`config.mk`:
```
export PLATFORM = sky130hd
export DESIGN_NAME = pll_tuning_word_search_flat
export DESIGN_NICKNAME = d
export VERILOG_FILES = /design/src/hw/rtl/pts_pkg.sv /design/src/hw/rtl/pts_if.sv /design/src/hw/rtl/pll_tuning_word_search.sv /design/src/hw/rtl/pts_ctrl.sv /design/src/hw/rtl/pts_dpath.sv /design/src/flat_wrapper.sv
export SDC_FILE = /design/constraint.sdc
export NUM_CORES = 1
export LEC_CHECK = 0
export BUFFER_PORTS_ARGS = -buffer_cell sky130_fd_sc_hd__buf_2
export CORE_MARGIN = 2
export CORE_UTILIZATION = 30
export CTS_BUF_LIST = sky130_fd_sc_hd__clkbuf_4
export DETAILED_ROUTE_END_ITERATION = 8
export PLACE_DENSITY = 0.57
export SETUP_SLACK_MARGIN = 0.5
export SLEW_MARGIN = 5
export SYNTH_ARGS = -nofsm -noshare
export SYNTH_HDL_FRONTEND = slang
export SYNTH_SLANG_ARGS = --single-unit
```
`constraint.sdc`:
```
create_clock -name clk -period 21.3 [get_ports clk]
set_clock_uncertainty 0.15 [all_clocks]
set_input_delay 3.195 -clock clk [delete_from_list [all_inputs] [get_ports clk]]
set_output_delay 3.195 -clock clk [all_outputs]
set_load 0.03 [all_outputs]
```
`src/hw/rtl/pts_pkg.sv`:
```
// ----------------------------------------------------------------------------
// pts_pkg: shared definitions for the tuning word search
// constants, reference tables and the controller to datapath command struct
// ----------------------------------------------------------------------------
package pts_pkg;

	localparam int FREQ_W    = 30;
	localparam int CHAN_W    = 32;
	localparam int WORD_W    = 24;
	localparam int SEP_W     = 10;
	localparam int DIVR_W    = 4;
	localparam int ERR_W     = 31;
	localparam int REF_W     = 22;
	localparam int CORR_W    = 12;
	localparam int QUO_W     = 32;
	localparam int STEP_W    = 5;
	localparam int IDX_W     = 4;

	localparam int NUM_REFS_DEF = 9;
	localparam int TABLE_LEN    = 9;

	localparam logic [31:0] IF_HZ        = 32'd150000;
	localparam logic [31:0] WORD_MIN     = 32'd4194304;
	localparam logic [31:0] WORD_MAX     = 32'd16751615;
	localparam logic [31:0] HALF_STEP    = 32'd8192;
	localparam logic [ERR_W-1:0] NO_ERR  = 31'h7fffffff;
	localparam logic [DIVR_W-1:0] DIV_BASE = 4'd6;

	typedef struct packed {
		logic             load_item;
		logic             load_div;
		logic             div_step;
		logic             eval;
		logic             compare;
		logic             publish;
		logic [IDX_W-1:0] ref_idx;
	} pts_cmd_t;

	function automatic logic [REF_W-1:0] ref_hz(input logic [IDX_W-1:0] idx);
		logic [REF_W-1:0] r;
		case (idx)
			4'd0:    r = 22'd2457600;
			4'd1:    r = 22'd2106514;
			4'd2:    r = 22'd1843200;
			4'd3:    r = 22'd1638400;
			4'd4:    r = 22'd1474560;
			4'd5:    r = 22'd1340509;
			4'd6:    r = 22'd1228800;
			4'd7:    r = 22'd1134277;
			4'd8:    r = 22'd1053257;
			default: r = 22'd1053257;
		endcase
		return r;
	endfunction

	function automatic logic [CORR_W-1:0] corr_word(input logic [IDX_W-1:0] idx);
		logic [CORR_W-1:0] c;
		case (idx)
			4'd0:    c = 12'd1213;
			4'd1:    c = 12'd1416;
			4'd2:    c = 12'd1618;
			4'd3:    c = 12'd1820;
			4'd4:    c = 12'd2022;
			4'd5:    c = 12'd2224;
			4'd6:    c = 12'd2427;
			4'd7:    c = 12'd2629;
			4'd8:    c = 12'd2831;
			default: c = 12'd2831;
		endcase
		return c;
	endfunction

	function automatic logic [SEP_W-1:0] sep_word(input logic [IDX_W-1:0] idx);
		logic [SEP_W-1:0] s;
		case (idx)
			4'd0:    s = 10'h1AA;
			4'd1:    s = 10'h1F1;
			4'd2:    s = 10'h238;
			4'd3:    s = 10'h280;
			4'd4:    s = 10'h2C7;
			4'd5:    s = 10'h30E;
			4'd6:    s = 10'h355;
			4'd7:    s = 10'h39C;
			4'd8:    s = 10'h3E3;
			default: s = 10'h3E3;
		endcase
		return s;
	endfunction

endpackage

```
`src/hw/rtl/pts_if.sv`:
```
// ----------------------------------------------------------------------------
// pts_if: request channels of the tuning word search
// input channel carries the wanted frequency, output channel the result
// ----------------------------------------------------------------------------
interface pts_in_if import pts_pkg::*; ();
	logic              valid;
	logic              ready;
	logic [FREQ_W-1:0] desired_freq;

	modport source (output valid, output desired_freq, input ready);
	modport sink   (input valid, input desired_freq, output ready);
endinterface

interface pts_out_if import pts_pkg::*; ();
	logic              valid;
	logic              ready;
	logic [CHAN_W-1:0] actual_freq;
	logic [WORD_W-1:0] rx_word;
	logic [WORD_W-1:0] tx_word;
	logic [SEP_W-1:0]  separation_word;
	logic [DIVR_W-1:0] ref_divider;
	logic [ERR_W-1:0]  freq_error;
	logic              found;

	modport source (output valid, output actual_freq, output rx_word, output tx_word,
		output separation_word, output ref_divider, output freq_error, output found,
		input ready);
	modport sink (input valid, input actual_freq, input rx_word, input tx_word,
		input separation_word, input ref_divider, input freq_error, input found,
		output ready);
endinterface

```
`src/hw/rtl/pll_tuning_word_search.sv`:
```
// ----------------------------------------------------------------------------
// pll_tuning_word_search: synthesizer tuning word search
// finds the reference giving the closest channel with words in range
// ----------------------------------------------------------------------------
//
// channel   modport  payload                                     request
// in_ch     sink     desired_freq                                wanted carrier
// out_ch    source   actual_freq rx_word tx_word separation_word one result
//                    ref_divider freq_error found
//
// each request runs the 32-step bit-serial divider once per reference,
// one divider shared by all references
// the output register holds one result, so a new request is accepted while
// the previous result still waits; finishing stalls until that slot is free
// asynchronous reset clears the sequencer and the output valid only
//
module pll_tuning_word_search import pts_pkg::*; #(
	parameter int NUM_REFS = NUM_REFS_DEF
) (
	input logic     clk,
	input logic     arst_n,
	pts_in_if.sink  in_ch,
	pts_out_if.source out_ch
);

	pts_cmd_t cmd;

	// sequencer: reference index, divider step and handshakes
	pts_ctrl #(
		.NUM_REFS (NUM_REFS)
	) u_ctrl (
		.clk       (clk),
		.arst_n    (arst_n),
		.in_valid  (in_ch.valid),
		.in_ready  (in_ch.ready),
		.out_valid (out_ch.valid),
		.out_ready (out_ch.ready),
		.cmd       (cmd)
	);

	// datapath: division, word forming, best-candidate and result registers
	pts_dpath u_dpath (
		.clk             (clk),
		.cmd             (cmd),
		.desired_freq    (in_ch.desired_freq),
		.actual_freq     (out_ch.actual_freq),
		.rx_word         (out_ch.rx_word),
		.tx_word         (out_ch.tx_word),
		.separation_word (out_ch.separation_word),
		.ref_divider     (out_ch.ref_divider),
		.freq_error      (out_ch.freq_error),
		.found           (out_ch.found)
	);

endmodule

```
`src/hw/rtl/pts_ctrl.sv`:
```
// ----------------------------------------------------------------------------
// pts_ctrl: sequencer of the tuning word search
// steps through the references, the divider bits and the output handshake
// ----------------------------------------------------------------------------
module pts_ctrl import pts_pkg::*; #(
	parameter int NUM_REFS = NUM_REFS_DEF
) (
	input  logic     clk,
	input  logic     arst_n,
	input  logic     in_valid,
	output logic     in_ready,
	output logic     out_valid,
	input  logic     out_ready,
	output pts_cmd_t cmd
);

	typedef enum logic [2:0] {
		S_IDLE,
		S_DIV,
		S_MUL,
		S_CMP,
		S_FINISH
	} state_t;

	localparam logic [IDX_W-1:0]  LAST_IDX  = IDX_W'(NUM_REFS - 1);
	localparam logic [STEP_W-1:0] LAST_STEP = STEP_W'(QUO_W - 1);

	state_t            state_q;
	logic [IDX_W-1:0]  idx_q;
	logic [STEP_W-1:0] step_q;
	logic              out_valid_q;
	logic              slot_free;

	assign slot_free = !out_valid_q || out_ready;
	assign in_ready  = (state_q == S_IDLE);
	assign out_valid = out_valid_q;

	always_comb begin
		cmd           = '0;
		cmd.ref_idx   = idx_q;
		case (state_q)
			S_IDLE: begin
				cmd.load_item = in_valid;
				cmd.load_div  = in_valid;
			end
			S_DIV:    cmd.div_step = 1'b1;
			S_MUL:    cmd.eval     = 1'b1;
			S_CMP: begin
				cmd.compare  = 1'b1;
				cmd.load_div = (idx_q != LAST_IDX);
			end
			S_FINISH: cmd.publish  = slot_free;
			default:  cmd          = '0;
		endcase
	end

	always_ff @(posedge clk or negedge arst_n) begin
		if (!arst_n) begin
			state_q     <= S_IDLE;
			idx_q       <= '0;
			step_q      <= '0;
			out_valid_q <= 1'b0;
		end else begin
			// new result fills the slot, otherwise a taken result empties it
			if (state_q == S_FINISH && slot_free)
				out_valid_q <= 1'b1;
			else if (out_ready)
				out_valid_q <= 1'b0;
			case (state_q)
				S_IDLE: begin
					if (in_valid) begin
						idx_q   <= '0;
						step_q  <= '0;
						state_q <= S_DIV;
					end
				end
				S_DIV: begin
					step_q <= step_q + 1'b1;
					if (step_q == LAST_STEP)
						state_q <= S_MUL;
				end
				S_MUL: state_q <= S_CMP;
				S_CMP: begin
					step_q <= '0;
					if (idx_q == LAST_IDX) begin
						state_q <= S_FINISH;
					end else begin
						idx_q   <= idx_q + 1'b1;
						state_q <= S_DIV;
					end
				end
				S_FINISH: begin
					if (slot_free)
						state_q <= S_IDLE;
				end
				default: state_q <= S_IDLE;
			endcase
		end
	end

endmodule

```
`src/hw/rtl/pts_dpath.sv`:
```
// ----------------------------------------------------------------------------
// pts_dpath: arithmetic of the tuning word search
// bit-serial divider, word forming, error compare and result registers
// ----------------------------------------------------------------------------
module pts_dpath import pts_pkg::*; (
	input  logic              clk,
	input  pts_cmd_t          cmd,
	input  logic [FREQ_W-1:0] desired_freq,
	output logic [CHAN_W-1:0] actual_freq,
	output logic [WORD_W-1:0] rx_word,
	output logic [WORD_W-1:0] tx_word,
	output logic [SEP_W-1:0]  separation_word,
	output logic [DIVR_W-1:0] ref_divider,
	output logic [ERR_W-1:0]  freq_error,
	output logic              found
);

	logic [FREQ_W-1:0] want_q;
	logic [REF_W-1:0]  rem_q;
	logic [QUO_W-1:0]  quo_q;

	// evaluation stage
	logic [31:0]       prod_q;
	logic              half_q;
	logic [31:0]       rx_q;
	logic [31:0]       tx_q;
	logic              ok_q;

	// running best
	logic [ERR_W-1:0]  best_err_q;
	logic [31:0]       best_chan_q;
	logic [WORD_W-1:0] best_rx_q;
	logic [WORD_W-1:0] best_tx_q;
	logic [SEP_W-1:0]  best_sep_q;
	logic [DIVR_W-1:0] best_div_q;

	logic [REF_W-1:0]  ref_c;
	logic [FREQ_W-1:0] want_src;
	logic [30:0]       sum_c;
	logic [QUO_W-1:0]  dividend_c;
	logic [REF_W:0]    shifted_c;
	logic              ge_c;
	logic [12:0]       n_c;
	logic [12:0]       n_r_c;
	logic [10:0]       whole_c;
	logic [31:0]       rx_c;
	logic [31:0]       tx_c;
	logic [31:0]       chan_c;
	logic [31:0]       diff_c;
	logic [31:0]       mag_c;
	logic [ERR_W-1:0]  mag31_c;
	logic              win_c;

	assign ref_c      = ref_hz(cmd.ref_idx);
	assign want_src   = cmd.load_item ? desired_freq : want_q;
	assign sum_c      = {1'b0, want_src} + IF_HZ[30:0];
	assign dividend_c = {sum_c[29:0], 2'b00};

	// one quotient bit per step
	assign shifted_c  = {rem_q, quo_q[QUO_W-1]};
	assign ge_c       = (shifted_c >= {1'b0, ref_c});

	// round to even count, keep half step in bit one
	assign n_c     = quo_q[12:0];
	assign n_r_c   = n_c + {12'd0, n_c[0]};
	assign whole_c = n_r_c[12:2];
	assign rx_c    = {7'd0, whole_c, 14'd0} - HALF_STEP + (n_r_c[1] ? HALF_STEP : 32'd0);
	assign tx_c    = rx_c - {20'd0, corr_word(cmd.ref_idx)};

	assign chan_c  = prod_q + (half_q ? {11'd0, ref_c[REF_W-1:1]} : 32'd0) - IF_HZ;
	assign diff_c  = chan_c - {2'b00, want_q};
	assign mag_c   = diff_c[31] ? (32'd0 - diff_c) : diff_c;
	assign mag31_c = mag_c[31] ? NO_ERR : mag_c[ERR_W-1:0];
	assign win_c   = ok_q && (mag31_c < best_err_q);

	always_ff @(posedge clk) begin
		if (cmd.load_item)
			want_q <= desired_freq;

		if (cmd.load_div) begin
			rem_q <= '0;
			quo_q <= dividend_c;
		end else if (cmd.div_step) begin
			rem_q <= ge_c ? REF_W'(shifted_c - {1'b0, ref_c}) : shifted_c[REF_W-1:0];
			quo_q <= {quo_q[QUO_W-2:0], ge_c};
		end

		if (cmd.eval) begin
			prod_q <= {21'd0, whole_c} * {10'd0, ref_c};
			half_q <= n_r_c[1];
			rx_q   <= rx_c;
			tx_q   <= tx_c;
			ok_q   <= (rx_c >= WORD_MIN) && (rx_c <= WORD_MAX) &&
				(tx_c >= WORD_MIN) && (tx_c <= WORD_MAX);
		end

		if (cmd.load_item) begin
			best_err_q  <= NO_ERR;
			best_chan_q <= '0;
			best_rx_q   <= '0;
			best_tx_q   <= '0;
			best_sep_q  <= '0;
			best_div_q  <= '0;
		end else if (cmd.compare && win_c) begin
			best_err_q  <= mag31_c;
			best_chan_q <= chan_c;
			best_rx_q   <= rx_q[WORD_W-1:0];
			best_tx_q   <= tx_q[WORD_W-1:0];
			best_sep_q  <= sep_word(cmd.ref_idx);
			best_div_q  <= cmd.ref_idx + DIV_BASE;
		end

		if (cmd.publish) begin
			actual_freq     <= best_chan_q;
			rx_word         <= best_rx_q;
			tx_word         <= best_tx_q;
			separation_word <= best_sep_q;
			ref_divider     <= best_div_q;
			freq_error      <= best_err_q;
			found           <= (best_div_q != '0);
		end
	end

endmodule

```
`src/flat_wrapper.sv`:
```
// flat-port wrapper written by rule: the top's interface ports become plain ports
module pll_tuning_word_search_flat import pts_pkg::*;
#(
	parameter int NUM_REFS = NUM_REFS_DEF
)
  (clk, arst_n, in_ch_valid, in_ch_desired_freq, in_ch_ready, out_ch_valid, out_ch_actual_freq, out_ch_rx_word, out_ch_tx_word, out_ch_separation_word, out_ch_ref_divider, out_ch_freq_error, out_ch_found, out_ch_ready);
  pts_in_if in_ch_i ();
  pts_out_if out_ch_i ();
  input logic clk;
  input logic arst_n;
  input wire logic [$bits(in_ch_i.valid)-1:0] in_ch_valid;
  input wire logic [$bits(in_ch_i.desired_freq)-1:0] in_ch_desired_freq;
  output wire logic [$bits(in_ch_i.ready)-1:0] in_ch_ready;
  output wire logic [$bits(out_ch_i.valid)-1:0] out_ch_valid;
  output wire logic [$bits(out_ch_i.actual_freq)-1:0] out_ch_actual_freq;
  output wire logic [$bits(out_ch_i.rx_word)-1:0] out_ch_rx_word;
  output wire logic [$bits(out_ch_i.tx_word)-1:0] out_ch_tx_word;
  output wire logic [$bits(out_ch_i.separation_word)-1:0] out_ch_separation_word;
  output wire logic [$bits(out_ch_i.ref_divider)-1:0] out_ch_ref_divider;
  output wire logic [$bits(out_ch_i.freq_error)-1:0] out_ch_freq_error;
  output wire logic [$bits(out_ch_i.found)-1:0] out_ch_found;
  input wire logic [$bits(out_ch_i.ready)-1:0] out_ch_ready;
  assign in_ch_i.valid = in_ch_valid;
  assign in_ch_i.desired_freq = in_ch_desired_freq;
  assign in_ch_ready = in_ch_i.ready;
  assign out_ch_valid = out_ch_i.valid;
  assign out_ch_actual_freq = out_ch_i.actual_freq;
  assign out_ch_rx_word = out_ch_i.rx_word;
  assign out_ch_tx_word = out_ch_i.tx_word;
  assign out_ch_separation_word = out_ch_i.separation_word;
  assign out_ch_ref_divider = out_ch_i.ref_divider;
  assign out_ch_freq_error = out_ch_i.freq_error;
  assign out_ch_found = out_ch_i.found;
  assign out_ch_i.ready = out_ch_ready;
  pll_tuning_word_search #(.NUM_REFS(NUM_REFS)) u_core (.clk(clk), .arst_n(arst_n), .in_ch(in_ch_i), .out_ch(out_ch_i));
endmodule
```
Yosys cells after proc, flatten, opt, wreduce, memory -nomap -nowiden

Memory sizes are Yosys's and may differ from the RTL's. A register that Yosys moved wholly into a read port is not among the register bits.
Cells that the tools add are included.

Flip-flop bits (word level): 420
Word-level logic and storage cells: 104
Memories kept: 3
Bits in read-only memories: 672

Eq/ne operators: 11
Order comparisons: 6
Reductions and logical operators: 18
Multiply operators: 1
Multiplexer cells: 27
Add/sub/neg operators: 13

Memory list:

| name            | depth | width | read ports | clocked after memory_dff | write ports | RTL line      | source |
|---|---|---|---|---|---|---|---|
| (no name shown) | 16    | 20    | 1          | 0                        | 0           | pts_pkg.sv:41 | `case (idx)` |
| (no name shown) | 16    | 12    | 1          | 0                        | 0           | pts_pkg.sv:58 | `case (idx)` |
| (no name shown) | 16    | 10    | 1          | 1                        | 0           | pts_pkg.sv:75 | `case (idx)` |

Operators with widths:

| cell                                                                                   | count |
|---|---|
| 32-bit 2-to-1 mux                                                                      | 3 |
| 32-bit by 23-bit greater-or-equal comparator with 1-bit output (second input constant) | 2 |
| 32-bit by 24-bit <= comparator with 1-bit output (second input constant)               | 2 |
| 32-bit by 21-bit adder with 32-bit output                                              | 1 |
| 11-bit by 22-bit multiplier with 32-bit output                                         | 1 |
| 1-bit by 32-bit subtractor with 32-bit output (first input constant)                   | 1 |
| 32-bit by 18-bit subtractor with 32-bit output (second input constant)                 | 1 |
| 32-bit by 30-bit subtractor with 32-bit output                                         | 1 |
| 31-bit < comparator                                                                    | 1 |
| 31-bit 2-to-1 mux                                                                      | 1 |
| 30-bit by 18-bit adder with 30-bit output (second input constant)                      | 1 |
| 30-bit 2-to-1 mux                                                                      | 1 |
| 27-bit by 13-bit subtractor with 28-bit output                                         | 1 |
| 26-bit by 15-bit adder with 27-bit output                                              | 1 |
| 25-bit by 14-bit subtractor with 26-bit output (second input constant)                 | 1 |
| 23-bit by 22-bit greater-or-equal comparator with 1-bit output                         | 1 |
| 22-bit 2-to-1 mux                                                                      | 1 |
| 22-bit subtractor                                                                      | 1 |
| 21-bit 2-to-1 mux                                                                      | 1 |
| 3-bit case mux with 5 select lines                                                     | 1 |
| 5-bit case mux with 3 select lines                                                     | 1 |
| 14-bit 2-to-1 mux                                                                      | 1 |
| 13-bit by 1-bit adder with 13-bit output                                               | 1 |
| 3-bit 2-to-1 mux                                                                       | 4 |
| other kinds (25)                                                                       | 45 |

Logic depth before layout (Yosys ltp)

Gate-level depths: netlist of the first run.
An unclocked memory read counts as a cell.

Depth in word-level cells: 14
Mapped depth: 53
Depth with buffers taken out: 47

Modules after synthesis

From an unflattened synthesis of the first run, not the netlist that was laid out.

Cell total of the unflattened synthesis: 3198
Area, all modules: 29630.9 um^2

Modules (own cells, without submodules):

| module    | area each (um^2) | cells each | instances |
|---|---|---|---|
| pts_dpath | 28866.4          | 3123       | 1 |
| pts_ctrl  | 764.5            | 75         | 1 |

Worst setup path after synthesis of the first run

No wires, ideal clock.

Path type: register to register
Start: reg u_core.u_ctrl.state_q[2]
End: reg u_core.u_dpath.best_chan_q[0]
Library setup time: 0.128 ns
Path slack: 11.279 ns
Data required time: 21.022 ns
Stages on the path, launching flop included: 52
Arrival: 9.744 ns
Cell sequence: dfrtp_1 -> o21ai_0 -> nand2_1 -> clkbuf_1 -> clkinv_1 -> buf_1 -> ha_1 -> nand2_1 -> clkbuf_1 -> nor2_1 -> ha_1 -> ha_1 -> inv_1 -> fa_1 -> nor2b_1 -> o31ai_1 -> a31oi_1 -> o21bai_1 -> [... 16 more ...] -> nand2_2 -> clkbuf_1 -> nand2_1 -> ha_1 -> a21o_1 -> a21o_1 -> a21o_1 -> a21o_1 -> a21o_1 -> a21o_1 -> a21oi_1 -> nand2_1 -> a2111oi_0 -> a21o_1 -> buf_6 -> buf_2 -> mux2i_1 -> nor2_1

Cells in the longest elaborated chain, start to end: 14
Elaborated cells between the ends (all ways): 20

Ends and longest elaborated chain:

| what                                               | RTL line         | source |
|---|---|---|
| from (decl)                                        | pts_ctrl.sv:28   | `state_t state_q;` |
| from (signal assigned)                             | pts_ctrl.sv:59   | `state_q <= S_IDLE;` |
| from (signal assigned)                             | pts_ctrl.sv:74   | `state_q <= S_DIV;` |
| from (signal assigned)                             | pts_ctrl.sv:80   | `state_q <= S_MUL;` |
| 3-bit equality test, or another cell as far along  | pts_ctrl.sv:41   | `case (state_q)` |
| 5-bit OR reduction (no source line) (*)            | n/a              |  |
| 4-bit 2-to-1 mux (*)                               | pts_ctrl.sv:41   |  |
| memory read 16 x 20 bit (*)                        | n/a              |  |
| 21-bit 2-to-1 mux (*)                              | pts_dpath.sv:70  | `assign chan_c = prod_q + (half_q ? {11'd0, ref_c[REF_W-1:1]} : 32'd0) - IF_HZ;` |
| 32-bit by 21-bit adder with 32-bit output (*)      | pts_dpath.sv:70  |  |
| 32-bit by 18-bit subtractor with 32-bit output (*) | pts_dpath.sv:70  |  |
| named net u_core.u_dpath.chan_c[21]                | pts_dpath.sv:48  | `logic [31:0] chan_c;` |
| 32-bit by 30-bit subtractor with 32-bit output (*) | pts_dpath.sv:71  | `assign diff_c = chan_c - {2'b00, want_q};` |
| 1-bit by 32-bit subtractor with 32-bit output      | pts_dpath.sv:72  | `assign mag_c = diff_c[31] ? (32'd0 - diff_c) : diff_c;` |
| 32-bit 2-to-1 mux (*)                              | pts_dpath.sv:72  |  |
| 31-bit 2-to-1 mux (*)                              | pts_dpath.sv:73  | `assign mag31_c = mag_c[31] ? NO_ERR : mag_c[ERR_W-1:0];` |
| named net u_core.u_dpath.mag31_c[8]                | pts_dpath.sv:51  | `logic [ERR_W-1:0] mag31_c;` |
| 31-bit < comparator (*)                            | pts_dpath.sv:74  | `assign win_c = ok_q && (mag31_c < best_err_q);` |
| 1-bit logical AND (*)                              | pts_dpath.sv:74  |  |
| 1-bit logical AND (*)                              | pts_dpath.sv:104 | `end else if (cmd.compare && win_c) begin` |
| to (signal assigned)                               | pts_dpath.sv:106 | `best_chan_q <= chan_c;` |
| to (decl)                                          | pts_dpath.sv:31  | `logic [31:0] best_chan_q;` |

Mark *: on every way through the listed nets, which the timed path passes. The rest lies on a longest branch.
A chain may end at the register's enable or synchronous reset.

Worst setup path after layout of the first run

Start: reg u_core.u_ctrl.state_q[2]
End: reg u_core.u_dpath.best_sep_q[5]

Cells in the longest elaborated chain, start to end: 14
Elaborated cells between the ends (all ways): 20

Ends and longest elaborated chain:

| what                                               | RTL line         | source |
|---|---|---|
| 3-bit equality test, or another cell as far along  | pts_ctrl.sv:41   |  |
| 5-bit OR reduction (no source line) (*)            | n/a              |  |
| 4-bit 2-to-1 mux (*)                               | pts_ctrl.sv:41   |  |
| memory read 16 x 20 bit (*)                        | n/a              |  |
| 21-bit 2-to-1 mux (*)                              | pts_dpath.sv:70  |  |
| 32-bit by 21-bit adder with 32-bit output (*)      | pts_dpath.sv:70  |  |
| 32-bit by 18-bit subtractor with 32-bit output (*) | pts_dpath.sv:70  |  |
| named net u_core.u_dpath.chan_c[21]                | pts_dpath.sv:48  |  |
| 32-bit by 30-bit subtractor with 32-bit output (*) | pts_dpath.sv:71  |  |
| 1-bit by 32-bit subtractor with 32-bit output      | pts_dpath.sv:72  |  |
| 32-bit 2-to-1 mux (*)                              | pts_dpath.sv:72  |  |
| 31-bit 2-to-1 mux (*)                              | pts_dpath.sv:73  |  |
| named net u_core.u_dpath.mag31_c[8]                | pts_dpath.sv:51  |  |
| 31-bit < comparator (*)                            | pts_dpath.sv:74  |  |
| 1-bit logical AND (*)                              | pts_dpath.sv:74  |  |
| 1-bit logical AND (*)                              | pts_dpath.sv:104 |  |
| to (decl)                                          | pts_dpath.sv:34  | `logic [SEP_W-1:0] best_sep_q;` |

Marked as above.

==> reports/metrics.csv, run 1 <==
metric;value;unit
num_vias;22030;
grt_remaining_overflow;0;
first_pass_iters;6;
min_path_type;reg2reg;
vias_per_cell;4.867;
postCtsSetupBuffers;0;
dr.first_iter.drc_count;1452;
ys_seq_area_frac;0.3504;
tns;0;ns
ant_nets;0;
crit_top_cell;a21o_1;
numCtsBuffers;100;
multi_input_area;16650;µm²
final_cell_mix;inv_1, nor2_1, nand2_1, ha_1, edfxtp_1;
max-slew-margin-rel;0.3795;
outcome;finished clean;
synth-edff-count;211;
clk_pin_slew;0.07;ns
ys_ff_latch;389;
initial_core_util;0.3038;
cts_buffer_depth;3;
antenna_found_initial;3;
cts_tree;done;
gp_congestion;0.9383;
clk_root_buffer_cell;clkbuf_4;
ff2ff_setup_slack;7.26;ns
drive_above_1_share;0.1242;
synth_cells;3023;
hold_viol;0;
cp_slowest_cell;buf_4;
synthDistinctLibCells;89;
syn_area_per_cell;9.407;µm²
slew_viol_final;0;
nets;3618;
crit_type;reg2reg;
nFillCells;9820;
ioPinCount;162;
wire_per_inst;17.59;µm
startpoint_type;register;
synth-warning-count;0;
seqCellArea;9965;µm²
max_freq;71.21;MHz
finalCritPeriodShare;0.6593;
grt_first_pass_wirelength;124600;µm
die_w;311.9;µm
post_cts_resized;0;
grt_use_total;0.1628;
path_max_fanout;60;
grt_pass1_vias;21550;
core_region_area;93610;µm²
arrival;14.65;ns
synth_area;28440;µm²
synth_ff_type;edfxtp_1;
slowest_delay;0.77;ns
async_flop_share;0.03342;
crit_path_end_kind;register;
worstMarginPinSlew;0.9261;ns
grt_setup_unrepaired;no;
grt_start_max_net_pins;166;
worstPathRequired;21.90;ns
setup_viol;0;
syn2layout_area_growth;12.04;%
routed_wl;79640;µm
num_rows;112;
dp_hpwl;60550;µm
dieArea;97270;µm²
clk_latency;0.97;ns
cts_sinks;389;
die_y;311.9;µm
cts-htree-levels;3;
mostFrequentLayoutCell;inv_1;
ctsHoldBuffers;0;
drv_cap;0;
drc;0;
placedInstanceArea;30500;µm²
finalCriticalPeriod;14.04;ns
fin_area;31860;µm²
numPortBuffers;148;
state kept, by name, indices dropped and copies added (netlist names), 4 cells and up:
register	flops
u_core.u_ctrl.idx_q	4
u_core.u_ctrl.step_q	5
u_core.u_dpath.best_sep_q	9
u_core.u_dpath.best_chan_q	32
u_core.u_dpath.quo_q	32
u_core.u_dpath.freq_error	31
u_core.u_dpath.best_div_q	4
u_core.u_dpath.best_tx_q	24
u_core.u_dpath.best_err_q	31
u_core.u_dpath.prod_q	32
u_core.u_dpath.actual_freq	32
u_core.u_dpath.rx_q	11
u_core.u_dpath.ref_divider	4
u_core.u_dpath.tx_word	24
u_core.u_dpath.separation_word	9
u_core.u_dpath.best_rx_q	11
u_core.u_dpath.rem_q	22
u_core.u_dpath.rx_word	11
u_core.u_dpath.tx_q	24
u_core.u_dpath.want_q	30
area by class of cell:
class,instances,share of cell area
Clock buffer,160,0.03770
Timing Repair Buffer,181,0.03142
Inverter,349,0.04112
Sequential cell,389,0.3128
Clock inverter,30,0.004634
Multi-Input combinational cell,2159,0.5227
Antenna cell,5,0.0003927
Tap cell,1254,0.04925
synth_stat cells (8+ instances only):
cell,number,area [µm²]
mux2i_1,83,830.8
and3_1,16,100.1
o31a_1,9,78.83
buf_1,11,41.29
xor2_1,58,508.0
a21oi_1,120,600.6
nand2b_1,24,150.1
a211oi_1,19,142.6
nor2b_1,24,150.1
o21a_1,19,142.6
a22o_1,9,78.83
edfxtp_1,211,6336
dfxtp_1,165,3303
xnor2_1,117,1025
o211ai_1,13,97.59
o21bai_1,14,105.1
o21ai_0,139,695.7
clkbuf_1,81,304.0
nand4_1,21,131.4
o211a_1,10,100.1
a211o_1,10,87.58
and2_1,20,125.1
nor3_1,74,370.4
a211oi_2,10,125.1
or3_1,17,106.4
nand3_1,55,275.3
buf_4,14,105.1
a31oi_1,42,262.8
o31ai_1,18,135.1
ha_1,245,3065
nor2_1,340,1276
nor4_1,8,50.05
fa_1,159,3183
dfrtp_1,13,325.3
nand2_1,270,1013
buf_2,28,140.1
a21o_1,71,533.0
and4_1,11,96.34
inv_1,346,1299
worst max-delay path: cells and delay by family (launching register included):
kind                       cells  cell delay [ns]
and+or+nand+nor               13             3.07
adders and majority gates      6             1.78
DFF                            1             0.60
buffers and inverters          5             2.56
xor gates and xnor gates       2             0.34
AOI/OAI and AO/OA             22             5.33
through the flow:
stage            util  hold slack (ns)  setup WS [ns]  std cells
5_1_grt        0.3403           0.2817          6.193       4525
3_5_place_dp   0.3258           0.2666          7.347       4332
3_3_place_gp   0.3258           0.2668          7.700       4332
4_1_cts        0.3402           0.2781          7.323       4522
2_1_floorplan       -           0.2576          11.28       3035
6_report       0.3403           0.2170          7.256       4527
per-layer routing:
| layer | vias up | part of all wire | global-route usage |
|---|---|---|---|
| met4 | 2 | 0.038 | 0.06720 |
| met3 | 151 | 0.052 | 0.02709 |
| met5 | - | 0.00020 | 0 |
| met1 | 10600 | 0.44 | 0.2112 |
| met2 | 584 | 0.47 | 0.2683 |
| li1 | 10690 | - | - |
path summary, 6_finish.rpt:
| kind | endpoint | start | cells past startpoint |
|---|---|---|---|
| setup / recovery | u_core.u_dpath.best_sep_q[5]$_SDFFE_PP0P_ | u_core.u_ctrl.state_q[2]$_DFFE_PN0P_ | 48 |
| hold / removal | u_core.u_dpath.rx_word[21]$_DFFE_PP_ | u_core.u_dpath.best_rx_q[21]$_SDFFE_PP0P_ | 0 |
| setup reg to reg | u_core.u_dpath.best_sep_q[5]$_SDFFE_PP0P_ | u_core.u_ctrl.state_q[2]$_DFFE_PN0P_ | 48 |
| hold reg to reg | u_core.u_dpath.rx_word[21]$_DFFE_PP_ | u_core.u_dpath.best_rx_q[21]$_SDFFE_PP0P_ | 0 |
| max in group asynchronous | u_core.u_ctrl.step_q[0]$_DFFE_PN0P_ | arst_n | 1 |
| min in group asynchronous | u_core.u_ctrl.idx_q[3]$_DFFE_PN0P_ | arst_n | 1 |
kinds of logic (layout without fill, tap and decap cells):
kind of cell	Yosys count	in the layout	synth area share
other cells	2	19	0.0002641
fa+ha+maj	404	404	0.2197
flops	389	389	0.3504
mux	86	86	0.03040
simple gates	919	919	0.1469
buf+inv	487	720	0.06842
xor+xnor	175	175	0.05390
compound gates	561	561	0.1300
Power of run 1 is not shown: default switching activity piles up to over one toggle a cycle in this logic, so the estimate is an artifact.
==> inputs of run 2 (changes only) <==
--- a/config.mk
+++ b/config.mk
@@ -10,7 +10,7 @@
 export CORE_UTILIZATION = 30
 export CTS_BUF_LIST = sky130_fd_sc_hd__clkbuf_4
 export DETAILED_ROUTE_END_ITERATION = 8
-export PLACE_DENSITY = 0.57
+export PLACE_DENSITY = 0.59
 export SETUP_SLACK_MARGIN = 0.5
 export SLEW_MARGIN = 5
 export SYNTH_ARGS = -nofsm -noshare
==> constraint.sdc (replaced) <==
create_clock -name clk -period 12.6 [get_ports clk]
set_clock_uncertainty 0.15 [all_clocks]
set_input_delay 1.89 -clock clk [delete_from_list [all_inputs] [get_ports clk]]
set_output_delay 1.89 -clock clk [all_outputs]
set_load 0.03 [all_outputs]
==> reports/metrics.csv, run 2 (synthesis results as in run 1) <==
metric;value;unit;change
first_pass_iters;5;;was 6
min_path_type;reg2reg;;unchanged
fin_util;0.3430;;was 0.3403
die_y;311.9;µm;unchanged
initial_core_util;0.3038;;unchanged
grt_start_max_net_pins;67;;was 166
worstPathRequired;13.16;ns;was 21.90 ns
ioPinCount;162;;unchanged
ant_nets;0;;unchanged
core_region_area;93610;µm²;unchanged
drv_cap;0;;unchanged
drive_above_1_share;0.1312;;was 0.1242
clk_latency;0.92;ns;was 0.97 ns
final_cells;4550;;was 4527
drc;0;;unchanged
numCtsBuffers;103;;was 100
outcome;finished clean;;unchanged
num_vias;22160;;was 22030
clk_pin_slew;0.07;ns;about the same
timing.final.ws_setup;1.335;ns;was 7.256 ns
num_rows;112;;unchanged
grt-busiest-layer;met2;;unchanged
cp_slowest_cell;or2_2;;was buf_4
dp_hpwl;60070;µm;was 60550 µm
use_met3;0.02476;;was 0.02709
antenna_found_initial;2;;was 3
cts-htree-levels;3;;unchanged
use_met2;0.2669;;was 0.2683
seqCellArea;9968;µm²;was 9965 µm²
max_freq;88.77;MHz;was 71.21 MHz
clk_root_buffer_cell;clkbuf_4;;unchanged
wire_per_inst;17.28;µm;was 17.59 µm
setup_viol;0;;unchanged
tns;0;ns;unchanged
hold_viol;0;;unchanged
grt_pass1_vias;21570;;was 21550
worstMarginPinSlew;1.161;ns;was 0.9261 ns
slowest_delay;0.53;ns;was 0.77 ns
mostFrequentLayoutCell;inv_1;;unchanged
dr.first_iter.drc_count;1561;;was 1452
grt_use_met1;0.2056;;was 0.2112
max-slew-margin-rel;0.2207;;was 0.3795
finalCritPeriodShare;0.8941;;was 0.6593
numPortBuffers;148;;unchanged
slew_viol_final;0;;unchanged
grt_setup_unrepaired;no;;unchanged
multi_input_area;16670;µm²;was 16650 µm²
syn2layout_area_growth;12.91;%;was 12.04%
final_cell_mix;inv_1, nor2_1, nand2_1, ha_1, edfxtp_1;;unchanged
startpoint_type;register;;unchanged
nets;3642;;was 3618
cts_tree;done;;unchanged
grt_remaining_overflow;0;;unchanged
grt_use_total;0.1601;;was 0.1628
arrival;11.83;ns;was 14.65 ns
crit_path_end_kind;register;;unchanged
vias_per_cell;4.869;;was 4.867
finalCriticalPeriod;11.27;ns;was 14.04 ns
nFillCells;9710;;was 9820
die_w;311.9;µm;unchanged
cts_sinks;389;;unchanged
routed_wl;78640;µm;was 79640 µm
cts_buffer_depth;3;;unchanged
crit_top_cell;a21o_1;;unchanged
dieArea;97270;µm²;unchanged
grt_first_pass_wirelength;123200;µm;was 124600 µm
pre_cts_slack;0.7138;ns;was 7.347 ns
placed_cells;4343;;was 4332
gp_congestion;0.9211;;was 0.9383
crit_type;reg2reg;;unchanged
path_max_fanout;63;;was 60
==> run 2: changes by cell type in the layout (fill, tap and decap cells not counted), sizes merged, moves of 2 or more <==
cell	before	now
diode	5	3
inv	346	348
buf	181	201
bufinv	0	4
clkinv	31	39
clkbuf	160	149
==> run 2: cell type report <==
cell class,instances,area share
flip-flops and latches,389,0.3105
multi-input cells,2160,0.5191
diodes,3,0.0002338
clock buffers,149,0.03484
clock inverters,45,0.009391
inverters,349,0.04092
repair buffers,201,0.03624
well taps,1254,0.04887
==> run 2: through the flow <==
stage                     cell area, µm²  hold WS, ns
after CTS                          31990       0.2805
after detailed placement           30570       0.2665
after global routing               32110       0.2820
after floorplan                    28480       0.2576
after global placement             30570       0.2661
final                              32110       0.2762
==> run 2: final timing paths <==
path	from	to	slack, ns	cells past startpoint
max	u_core.u_ctrl.state_q[1]$_DFFE_PN0P_	u_core.u_dpath.best_chan_q[23]$_SDFFE_PP0P_	1.33	45
min	u_core.u_dpath.best_tx_q[13]$_SDFFE_PP0P_	u_core.u_dpath.tx_word[13]$_DFFE_PP_	0.28	0
max reg2reg	u_core.u_ctrl.state_q[1]$_DFFE_PN0P_	u_core.u_dpath.best_chan_q[23]$_SDFFE_PP0P_	1.33	45
min reg2reg	u_core.u_dpath.best_tx_q[13]$_SDFFE_PP0P_	u_core.u_dpath.tx_word[13]$_DFFE_PP_	0.28	0
max in group asynchronous	arst_n	u_core.u_ctrl.state_q[0]$_DFFE_PN0P_	11.26	1
min in group asynchronous	arst_n	u_core.u_ctrl.out_valid$_DFFE_PN0P_	0.77	1
==> run 2: what timing repair did <==
item | 4_1_cts | 5_1_grt
endpoints found under the setup margin | 0 | 111
resized for setup | 0 | 12
endpoints found under the hold margin | 0 | 0
hold buffers | 0 | 0
buffers inserted | 0 | 9
==> run 2: critical path: cells and delay by family (launching register included) <==
family,cells,cell delay (ns)
simple gates,10,1.87
flops,1,0.49
xor+xnor,2,0.52
compound gates,24,5.52
fa+ha+maj,5,1.77
mux,1,0.22
buf+inv,3,0.52
==> run 2: layer usage <==
metal	up-vias	share of wire
met4	0	0.038
met2	613	0.48
met3	137	0.056
met5	-	0
li1	10730	-
met1	10670	0.43
Power of run 2 is left out for the same reason.
